<file path="src/rtl/core/llt_pkg.sv">
// Shared types and constants for the increasing-run length tail table.
package llt_pkg;

	// Field widths fixed by the interface
	localparam int VAL_W   = 32;
	localparam int RUN_W   = 11;

	// Default tail table depth
	localparam int MAX_LEN_DEF = 1024;

	// Controller states
	typedef enum logic [1:0] {
		ST_IDLE,
		ST_SEEK,
		ST_STEP,
		ST_FINISH
	} state_t;

	// Commands from controller to datapath
	typedef struct packed {
		logic load;    // input transfer: latch value, apply start
		logic seek;    // open the search, issue first probe
		logic step;    // compare probe data, narrow bounds
		logic finish;  // commit table update and load result
	} cmd_t;

	// Status from datapath to controller
	typedef struct packed {
		logic more;       // bounds still open before first probe
		logic step_more;  // bounds still open after this compare
	} status_t;

endpackage

</file>
<file path="src/rtl/core/llt_ctrl.sv">
// Controller state machine for the tail table search sequence.
module llt_ctrl (
	input  logic              clk,
	input  logic              arst_n,
	input  logic              in_valid,
	output logic              in_ready,
	output logic              out_valid,
	input  logic              out_ready,
	input  llt_pkg::status_t  status,
	output llt_pkg::cmd_t     cmd
);

	llt_pkg::state_t state_q;
	llt_pkg::state_t state_n;
	logic            out_valid_q;
	logic            out_free;

	// Result slot is free when empty or being drained this cycle
	assign out_free  = !out_valid_q || out_ready;
	assign in_ready  = (state_q == llt_pkg::ST_IDLE);
	assign out_valid = out_valid_q;

	// Next state
	always_comb begin
		state_n = state_q;
		case (state_q)
			llt_pkg::ST_IDLE: begin
				if (in_valid) state_n = llt_pkg::ST_SEEK;
			end
			llt_pkg::ST_SEEK: begin
				state_n = status.more ? llt_pkg::ST_STEP : llt_pkg::ST_FINISH;
			end
			llt_pkg::ST_STEP: begin
				state_n = status.step_more ? llt_pkg::ST_STEP : llt_pkg::ST_FINISH;
			end
			llt_pkg::ST_FINISH: begin
				if (out_free) state_n = llt_pkg::ST_IDLE;
			end
			default: begin
				state_n = llt_pkg::ST_IDLE;
			end
		endcase
	end

	// Command outputs
	always_comb begin
		cmd = '0;
		case (state_q)
			llt_pkg::ST_IDLE:   cmd.load   = in_valid;
			llt_pkg::ST_SEEK:   cmd.seek   = 1'b1;
			llt_pkg::ST_STEP:   cmd.step   = 1'b1;
			llt_pkg::ST_FINISH: cmd.finish = out_free;
			default:            cmd        = '0;
		endcase
	end

	// State and result valid registers
	always_ff @(posedge clk or negedge arst_n) begin
		if (!arst_n) begin
			state_q     <= llt_pkg::ST_IDLE;
			out_valid_q <= 1'b0;
		end else begin
			state_q <= state_n;
			if (cmd.finish) begin
				out_valid_q <= 1'b1;
			end else if (out_ready) begin
				out_valid_q <= 1'b0;
			end
		end
	end

endmodule

</file>
<file path="config.mk">
export PLATFORM = sky130hd
export DESIGN_NAME = llt_ctrl
export DESIGN_NICKNAME = d
export VERILOG_FILES = /design/src/rtl/core/llt_pkg.sv /design/src/rtl/core/llt_ctrl.sv
export SDC_FILE = /design/constraint.sdc
export NUM_CORES = 1
export LEC_CHECK = 0
export BUFFER_PORTS_ARGS = -buffer_cell sky130_fd_sc_hd__buf_2
export CAP_MARGIN = 20
export CELL_PAD_IN_SITES_DETAIL_PLACEMENT = 0
export CELL_PAD_IN_SITES_GLOBAL_PLACEMENT = 2
export CORE_AREA = 8 8 45 47
export DETAILED_ROUTE_END_ITERATION = 10
export DIE_AREA = 0 0 53 55
export PLACE_DENSITY = 0.63
export SLEW_MARGIN = 10
export SYNTH_ARGS = -nofsm -noshare
export SYNTH_HDL_FRONTEND = slang
export SYNTH_SLANG_ARGS = --single-unit
</file>
<file path="constraint.sdc">
create_clock -name clk -period 1.2 [get_ports clk]
set_input_delay 0.06 -clock clk [delete_from_list [all_inputs] [get_ports clk]]
set_output_delay 0.06 -clock clk [all_outputs]
set_load 0.01 [all_outputs]
</file>
* Yosys cells after proc, flatten, opt, wreduce, memory -nomap -nowiden
Cells that the tools add are included.
** Storage, ports and cells
- Bits in registers :: 3
- Input bits :: 6
- Output and inout port bits :: 6
** Cells by class
- Equality and inequality tests :: 5
- Muxes and demuxes :: 11
- Reduce and logical (&&, ||, !) cells :: 5
** Operator list (number)
- $mux W1 :: 8
- $pmux W2 S4 :: 1
- $eq A2 B2 Y1 const B :: 2
- $mux W2 :: 2
- $ne A2 B2 Y1 const B :: 2
- $eq A2 B1 Y1 const B :: 1
- $logic_not A2 Y1 :: 1
- $reduce_and A2 Y1 :: 1
- $reduce_bool A2 Y1 :: 1
- $logic_not A1 Y1 :: 1
- $logic_or A1 B1 Y1 :: 1

* Longest topological paths before layout
Gate-level depths: netlist of the first run.
- Depth in word-level cells :: 4
- Gate-level depth with buffers :: 5
- Depth with buffers taken out :: 5

* Worst setup path after synthesis of the first run
No wires, ideal clock.
- Path kind :: reg2reg
- Start :: reg state_q[0]
- End :: reg state_q[1]
- Setup time :: 0.125 ns
- Data arrival time :: 1.271 ns
- Setup slack :: -0.196 ns
- Stages on the path, launching flop included :: 6
- Path buffers :: 0
- Period minus slack after synthesis :: 1.396 ns
- Path through :: dfrtp_1 inv_1 ha_1 inv_2 o22ai_4 mux2_4
** Between the ends
- Word-level cells in the longest chain between the ends :: 3
- Elaborated cells between the ends (all ways) :: 8
** Ends and longest elaborated chain
- start, declared :: line llt_ctrl.sv:13 : llt_pkg::state_t state_q;
- start signal, assigned :: line llt_ctrl.sv:60 : state_q <= llt_pkg::ST_IDLE;
- start signal, assigned :: line llt_ctrl.sv:63 : state_q <= state_n;
- $logic_not A2 Y1 (*)
- named net in_ready :: line llt_ctrl.sv:6 : output logic in_ready,
- $ne A2 B2 Y1 (no line)
- $reduce_and A2 Y1 (no line)
Mark *: on every way through the listed nets, which the timed path passes. The rest lies on a longest branch.
A chain may end at the register's enable or synchronous reset.

* Final worst setup path of the first run
- Start :: reg state_q[1]
- End :: reg state_q[1]
** Between the ends
- Word-level cells in the longest chain between the ends :: 3
- Elaborated cells between the ends (all ways) :: 8
** Ends and longest elaborated chain
- $eq A2 B2 Y1 / $logic_not A2 Y1 (equally long branches) :: line llt_ctrl.sv:26 : case (state_q)
- $ne A2 B2 Y1 (no line)
- $reduce_and A2 Y1 (no line)
Several ways; a longest one is shown, not always the timed one.

==> results of run 1 <==
[cells in the mapped netlist]
cell type and n:
and2_2 1, inv_2 1, nand2b_1 1, mux2i_1 1, mux2_4 1, nand2b_4 1
a221oi_1 1, dfrtp_1 3, inv_1 5, o22ai_4 1, ha_1 4, and2_1 1
[cells by family after synthesis]
| group | count (synthesis) |
|---|---|
| buffers and inverters | 6 |
| adder cells (fa/ha/maj) | 4 |
| AND/OR/NAND/NOR | 4 |
| multiplexers | 2 |
| flip-flops | 3 |
| AO/OA/AOI/OAI | 2 |
[flip-flops by register name (all words and copies together) (netlist names)]
| signal | cells |
|---|---|
| state_q | 2 |
| out_valid | 1 |
[worst max-delay path by stage]
stage / from / depth (start not counted) / endpoint
after CTS: state_q[0] / 5 / cmd[3]
after global routing: state_q[0] / 5 / cmd[3]
after detailed placement: state_q[0] / 5 / state_q[1]
final: state_q[1] / 5 / state_q[1]
after floorplan: state_q[1] / 5 / state_q[1]
after global placement: state_q[0] / 5 / state_q[1]
[layer usage]
layer	up-vias	wire length, um
met5	-	0
met1	97	289
met3	0	96
li1	109	-
met4	0	0
met2	12	260
[cell type report]
type | count | area [sq um] | share of cell area [%]
Clock buffer | 4 | 26.28 | 5.932
Timing Repair Buffer | 18 | 126.4 | 28.53
Multi-Input combinational cell | 12 | 172.7 | 38.98
Sequential cell | 3 | 75.07 | 16.95
Inverter | 6 | 22.52 | 5.085
Tap cell | 16 | 20.02 | 4.520
[power groups by stage]
stage,sequential [mW],combinational (mW),clock (mW)
after global routing,0.223,0.921,0.201
after CTS,0.213,0.798,0.186
after detailed placement,0.213,0.668,0
final,0.214,0.847,0.177
after global placement,0.209,0.650,0
after floorplan,0.214,0.410,0
[worst reg2reg max path: cells and delay by family, from the launching register on]
family | cells | cell delay, ns
buffers and inverters | 2 | 0.14
multiplexers | 1 | 0.31
AO/OA/AOI/OAI | 1 | 0.17
adder cells (fa/ha/maj) | 1 | 0.14
flip-flops | 1 | 0.40
[what timing repair did]
item	4_1_cts	5_1_grt
hold buffers	1	0
gates resized for setup	7	1
pin swaps	3	2
buffers inserted	2	1
endpoints found under the hold margin	3	0
endpoints found under the setup margin	4	7
==> metrics.csv, run 1 <==
stage,metric,value,unit
power_and_ir_drop,power_density,2793,nW/um^2
cells_and_area,layout_common_cells,"buf_2 (9), buf_4 (5)",
drt,drt-vias-per-instance,3.695,
sta,grt_setup_unrepaired,yes,
logic_synthesis,synth_xor_xnor_area_share,0,%
cells_and_area,final_cell_area,442.9,sq um
power_and_ir_drop,design_power_total,1.237,mW
placement,dp_cell_count,52,
logic_synthesis,muxShareOfSynthArea,10.64,%
clocking,htree_levels,1,
grt,grt_max_degree,4,
grt,met1_usage,5.183,%
worst_setup_path,cp-start-kind,register,
drt,drtPass1Iterations,2,
cells_and_area,fill_cells,154,
worst_setup_path,crit_fanout,3,
logic_synthesis,yosys.area_share.adder,21.28,%
worst_setup_path,timing.reg2reg.worst_path_depth,5,
logic_synthesis,fraction_of_the_yosys_area_taken_by_sequential_cells,31.91,%
power_and_ir_drop,net_switching_fraction_of_the_power,37.50,%
logic_synthesis,synth.ff_latch_count,3,
placement,gp_routability_congestion,0.6953,
die,core_region_area,1384,sq um
clocking,cts_inserted_buffers,3,
drt,wirelength,646,um
grt,grt_overflow,0,
worst_setup_path,setup.worst_path.end_class,register,
drt,detailroute.via_count,218,
clocking,path_clk_slew,0.04,ns
worst_setup_path,r2r-end,state_q[1],
die,die-height,55,um
die,fp-row-count,14,
grt,grt.met2_usage,7.031,%
worst_setup_path,critical-path-slowest-cell,dfrtp_1,
placement,dpl.hpwl,502.1,um
logic_synthesis,syn-cell-area,235.2,sq um
worst_setup_path,timing.reg2reg.setup_slack,-0.09,ns
cells_and_area,num_antenna_cells,0,
sta,tns,-0.2306,ns
sta,worst_clock_skew,0.0005377,ns
worst_setup_path,cp.arrival,1.40,ns
placement,place.port_buffers,11,
logic_synthesis,syn_nets,31,
clocking,cts_tree,built,
worst_setup_path,slowest_delay,0.40,ns
logic_synthesis,syn_inst,21,
power_and_ir_drop,net-switching-power,0.4640,mW
worst_setup_path,critical_path_required,1.31,ns
sta,final-setup-viol-count,4,
drt,remaining_drc_errors,0,
grt,grt_pass1_wl,1055,um
worst_setup_path,rr_startpoint,state_q[1],
clocking,ctsLongestPathBuffers,2,
cells_and_area,layout.cells.most_common,buf_2,
cells_and_area,drive_above_1_share,72.09,%
die,die-width,53,um
grt,grt_util_met3,4.545,%
power_and_ir_drop,comb_power_share,68.4,%
worst_setup_path,path_common_cell,inv_2,
cells_and_area,area_growth_syn_to_layout,88.30,%
outcome,status,finished with violations,
power_and_ir_drop,leakage,0.2267,nW
logic_synthesis,synth_simple_gate_area_share,14.36,%
sta,timing.final.max_slew_violations,0,
clocking,worst_skew_pair.late_latency,0.23,ns
sta,final_period_minus_worst_setup_slack,1.288,ns
die,boundaryPins,12,
sta,max_clock_freq,776.2,MHz
die,die_area,2915,sq um
worst_setup_path,timing_worst_setup_path_type,reg -> reg,
grt,grt.total_usage,5.416,%
drt,route.detailed.wl_per_inst,10.95,um
worst_setup_path,timing.critical_path.buf_inv,2,
logic_synthesis,synth_top_area_cell,dfrtp_1,
drt,drt_iter0_drc,1,
sta,hold_slack,0.1455,ns
clocking,clockRootBuffer,clkbuf_4,
sta,tightest_slew,0.1756,ns
power_and_ir_drop,p_seq_share,17.3,%
worst_setup_path,path_delay_family,flip-flops,
clocking,clkSinkCount,3,
power_and_ir_drop,p_clk_share,14.3,%
job,drv.max_cap_violation_count,0,
grt,grt-busiest-layer,met2,
sta,hold_violations,0,
logic_synthesis,synth_warnings,0,
cells_and_area,instances_no_fill,59,
hold_path,min_path_type,in -> async,
placement,detailed_place.area,352.8,sq um
power_and_ir_drop,max-vdd-ir-drop,947.8,uV
logic_synthesis,netlist_top_cells_area,"dfrtp_1 (32%), ha_1 (21%), o22ai_4 (8.5%), inv_1 (8.0%), mux2_4 (6.4%)",
logic_synthesis,synth.top_cell.area_share,31.91,%
worst_setup_path,critical_path.cell_chain,"inv_2, ha_4, inv_2, o22ai_4, mux2_4",
logic_synthesis,synth.lib_cells_used.distinct,12,
sta,postLayoutSetupSlackWorst,-0.08831,ns
grt,first_global_vias,253,
outcome,failed_checks,negative setup slack,
grt,grt_antenna_before_repair,0,
power_and_ir_drop,p_int,0.7732,mW
die,floorplan.initialDensity,17.00,%
logic_synthesis,main_combinational_cell_family_by_area_after_synthesis,adder cells,
cells_and_area,post-route-util,32.01,%
drt,antenna_violating_nets_post_route,0,
sta,layout_worst_path_cycle_share,107.4,%
logic_synthesis,syn_avg_cell_area,11.20,sq um
logic_synthesis,synth_area_in_compound_gates,12.23,%
cells_and_area,nets,54,
placement,dp_worst_setup_slack,-0.05496,ns
sta,maxSlewHeadroom,88.29,%
No activity file was read; power rests on OpenSTA's default activity.
==> inputs of run 2 (changes only) <==
--- a/config.mk
+++ b/config.mk
@@ -12,7 +12,7 @@
 export CORE_AREA = 8 8 45 47
 export DETAILED_ROUTE_END_ITERATION = 10
 export DIE_AREA = 0 0 53 55
-export PLACE_DENSITY = 0.63
+export PLACE_DENSITY = 0.58
 export SLEW_MARGIN = 10
 export SYNTH_ARGS = -nofsm -noshare
 export SYNTH_HDL_FRONTEND = slang
==> metrics.csv, run 2 (synthesis gave the netlist of run 1 again) <==
stage,metric,value,unit,change
outcome,status,finished with violations,,unchanged
outcome,failed_checks,negative setup slack,,unchanged
clocking,worst_skew_pair.late_latency,0.23,ns,about the same
die,die-width,53,um,unchanged
cells_and_area,layout_common_cells,"buf_2 (8), buf_6 (5), buf_4 (5)",,"was buf_2 (9), buf_4 (5)"
worst_setup_path,timing.reg2reg.setup_slack,-0.07,ns,was -0.09 ns
drt,remaining_drc_errors,0,,unchanged
placement,detailed_place.area,352.8,sq um,unchanged
clocking,clockRootBuffer,clkbuf_4,,unchanged
grt,grt_antenna_before_repair,0,,unchanged
drt,drt_iter0_drc,3,,was 1
die,floorplan.initialDensity,17.00,%,unchanged
worst_setup_path,critical-path-slowest-cell,dfrtp_1,,unchanged
cells_and_area,max_flop_register,state_q,,unchanged
drt,drt-vias-per-instance,3.700,,was 3.695
worst_setup_path,path_delay_family,flip-flops,,unchanged
worst_setup_path,cp-start-kind,register,,unchanged
sta,max_clock_freq,788.2,MHz,was 776.2 MHz
cells_and_area,largest_register_ffs,2,,unchanged
power_and_ir_drop,leakage,0.2354,nW,was 0.2267 nW
worst_setup_path,timing.critical_path.buf_inv,3,,was 2
worst_setup_path,endpoint,cmd[3],,was state_q[1]
drt,drtPass1Iterations,2,,unchanged
placement,place.port_buffers,11,,unchanged
power_and_ir_drop,power_density,2802,nW/um^2,was 2793 nW/um^2
sta,hold_violations,0,,unchanged
sta,timing.final.max_slew_violations,0,,unchanged
drt,detailroute.via_count,222,,was 218
worst_setup_path,rr_startpoint,state_q[1],,unchanged
placement,gp_routability_congestion,0.6503,,was 0.6953
sta,tns,-0.1655,ns,was -0.2306 ns
clocking,htree_levels,1,,unchanged
worst_setup_path,cp.arrival,1.21,ns,was 1.40 ns
job,drv.max_cap_violation_count,0,,unchanged
clocking,clkSinkCount,3,,unchanged
clocking,cts_inserted_buffers,3,,unchanged
cells_and_area,area_growth_syn_to_layout,100.0,%,was 88.30%
sta,layout_worst_path_cycle_share,105.7,%,was 107.4%
sta,postLayoutSetupSlackWorst,-0.06879,ns,was -0.08831 ns
cells_and_area,nets,55,,was 54
drt,antenna_violating_nets_post_route,0,,unchanged
worst_setup_path,cp.depth,5,,unchanged
clocking,path_clk_slew,0.04,ns,about the same
worst_setup_path,slowest_delay,0.40,ns,about the same
grt,grt_pass1_wl,1104,um,was 1055 um
worst_setup_path,timing.reg2reg.worst_path_depth,5,,unchanged
grt,grt_overflow,0,,unchanged
sta,worst_clock_skew,0.002614,ns,was 0.0005377 ns
drt,route.detailed.wl_per_inst,10.98,um,was 10.95 um
worst_setup_path,timing_worst_setup_path_type,reg -> out,,was reg -> reg
cells_and_area,num_antenna_cells,0,,unchanged
sta,final-setup-viol-count,3,,was 4
die,die-height,55,um,unchanged
grt,grt.total_usage,5.631,%,was 5.416%
die,fp-row-count,14,,unchanged
drt,wirelength,659,um,was 646 um
die,core_region_area,1384,sq um,unchanged
power_and_ir_drop,max-vdd-ir-drop,787.9,uV,was 947.8 uV
cells_and_area,layout.cells.most_common,buf_2,,unchanged
sta,final_period_minus_worst_setup_slack,1.269,ns,was 1.288 ns
grt,first_global_vias,280,,was 253
placement,dp_worst_setup_slack,-0.06548,ns,was -0.05496 ns
worst_setup_path,critical_path_required,1.14,ns,was 1.31 ns
die,boundaryPins,12,,unchanged
cells_and_area,final_cell_area,470.5,sq um,was 442.9 sq um
worst_setup_path,setup.worst_path.end_class,output pin,,was register
cells_and_area,drive_above_1_share,72.73,%,was 72.09%
clocking,cts_tree,built,,unchanged
worst_setup_path,crit_fanout,3,,unchanged
worst_setup_path,timing_startpoint_of_the_critical_path,state_q[0],,was state_q[1]
grt,grt_max_degree,4,,unchanged
sta,grt_setup_unrepaired,yes,,unchanged
worst_setup_path,r2r-end,state_q[1],,unchanged
worst_setup_path,path_common_cell,buf_6,,was inv_2
hold_path,min_path_type,in -> reg,,was in -> async
cells_and_area,post-route-util,34.00,%,was 32.01%
die,die_area,2915,sq um,unchanged
sta,tightest_slew,0.1858,ns,was 0.1756 ns
worst_setup_path,critical_path.cell_chain,"inv_2, ha_4, buf_6, and2_4, buf_6",,"was inv_2, ha_4, inv_2, o22ai_4, mux2_4"
clocking,ctsLongestPathBuffers,2,,unchanged
sta,maxSlewHeadroom,87.61,%,was 88.29%
==> run 2: cell count changes in the layout (fill, tap and decap cells not counted), sizes merged <==
cell | previous run | this run
buf | 17 | 18
==> run 2: timing repair <==
item                                    in CTS  in global routing
pin swaps                                    2                  2
endpoints found under the hold margin        3                  0
gates cloned                                 0                  0
gates resized for setup                      7                  4
buffers inserted                             3                  0
endpoints found under the setup margin       3                  7
hold buffers                                 1                  0
==> run 2: per-stage QoR <==
step                std cells  hold slack [ns]  power [mW]
finish                     60           0.1327       1.318
global route               60           0.1508       1.442
CTS                        60           0.1236       1.240
detailed placement         52          -0.1393      0.8812
global placement           52          -0.1427      0.8678
floorplan                  21          -0.2356      0.6246
==> run 2: layout make-up <==
type                       instances  area, sq um
timing repair buffer              19        143.9
fill                             140        913.4
sequential                         3        75.07
clock buffer                       4        26.28
tap                               16        20.02
inverter                           6        22.52
multi-input combinational         12        182.7
==> run 2: tightest hold or removal path: stages <==
cell and delay (ns):
buf_2 0.08, nand2b_4 0.13, nand2b_1 0.05
==> run 2: how the worst min path moves through the flow <==
stage	startpoint	depth (start not counted)	end
2_1_floorplan	arst_n	0	out_valid
3_3_place_gp	arst_n	1	state_q[0]
3_5_place_dp	arst_n	1	out_valid
4_1_cts	out_ready	3	out_valid
5_1_grt	out_ready	3	out_valid
6_report	out_ready	3	out_valid
==> run 2: report_power, final <==
part	total, mW	internal, mW	switching (mW)
sequential	0.213	0.157	0.0557
combinational	0.933	0.551	0.382
clock	0.173	0.124	0.0483
total	1.32	0.832	0.486
==> run 2: routing by layer <==
layer  routed length, um  up-vias  global-route usage (%)
li1                    -      112                       -
met2                 315       10                   8.203
met5                   0        -                       0
met3                  99        2                   3.743
met4                   4        0                   7.328
met1                 240       98                   4.566
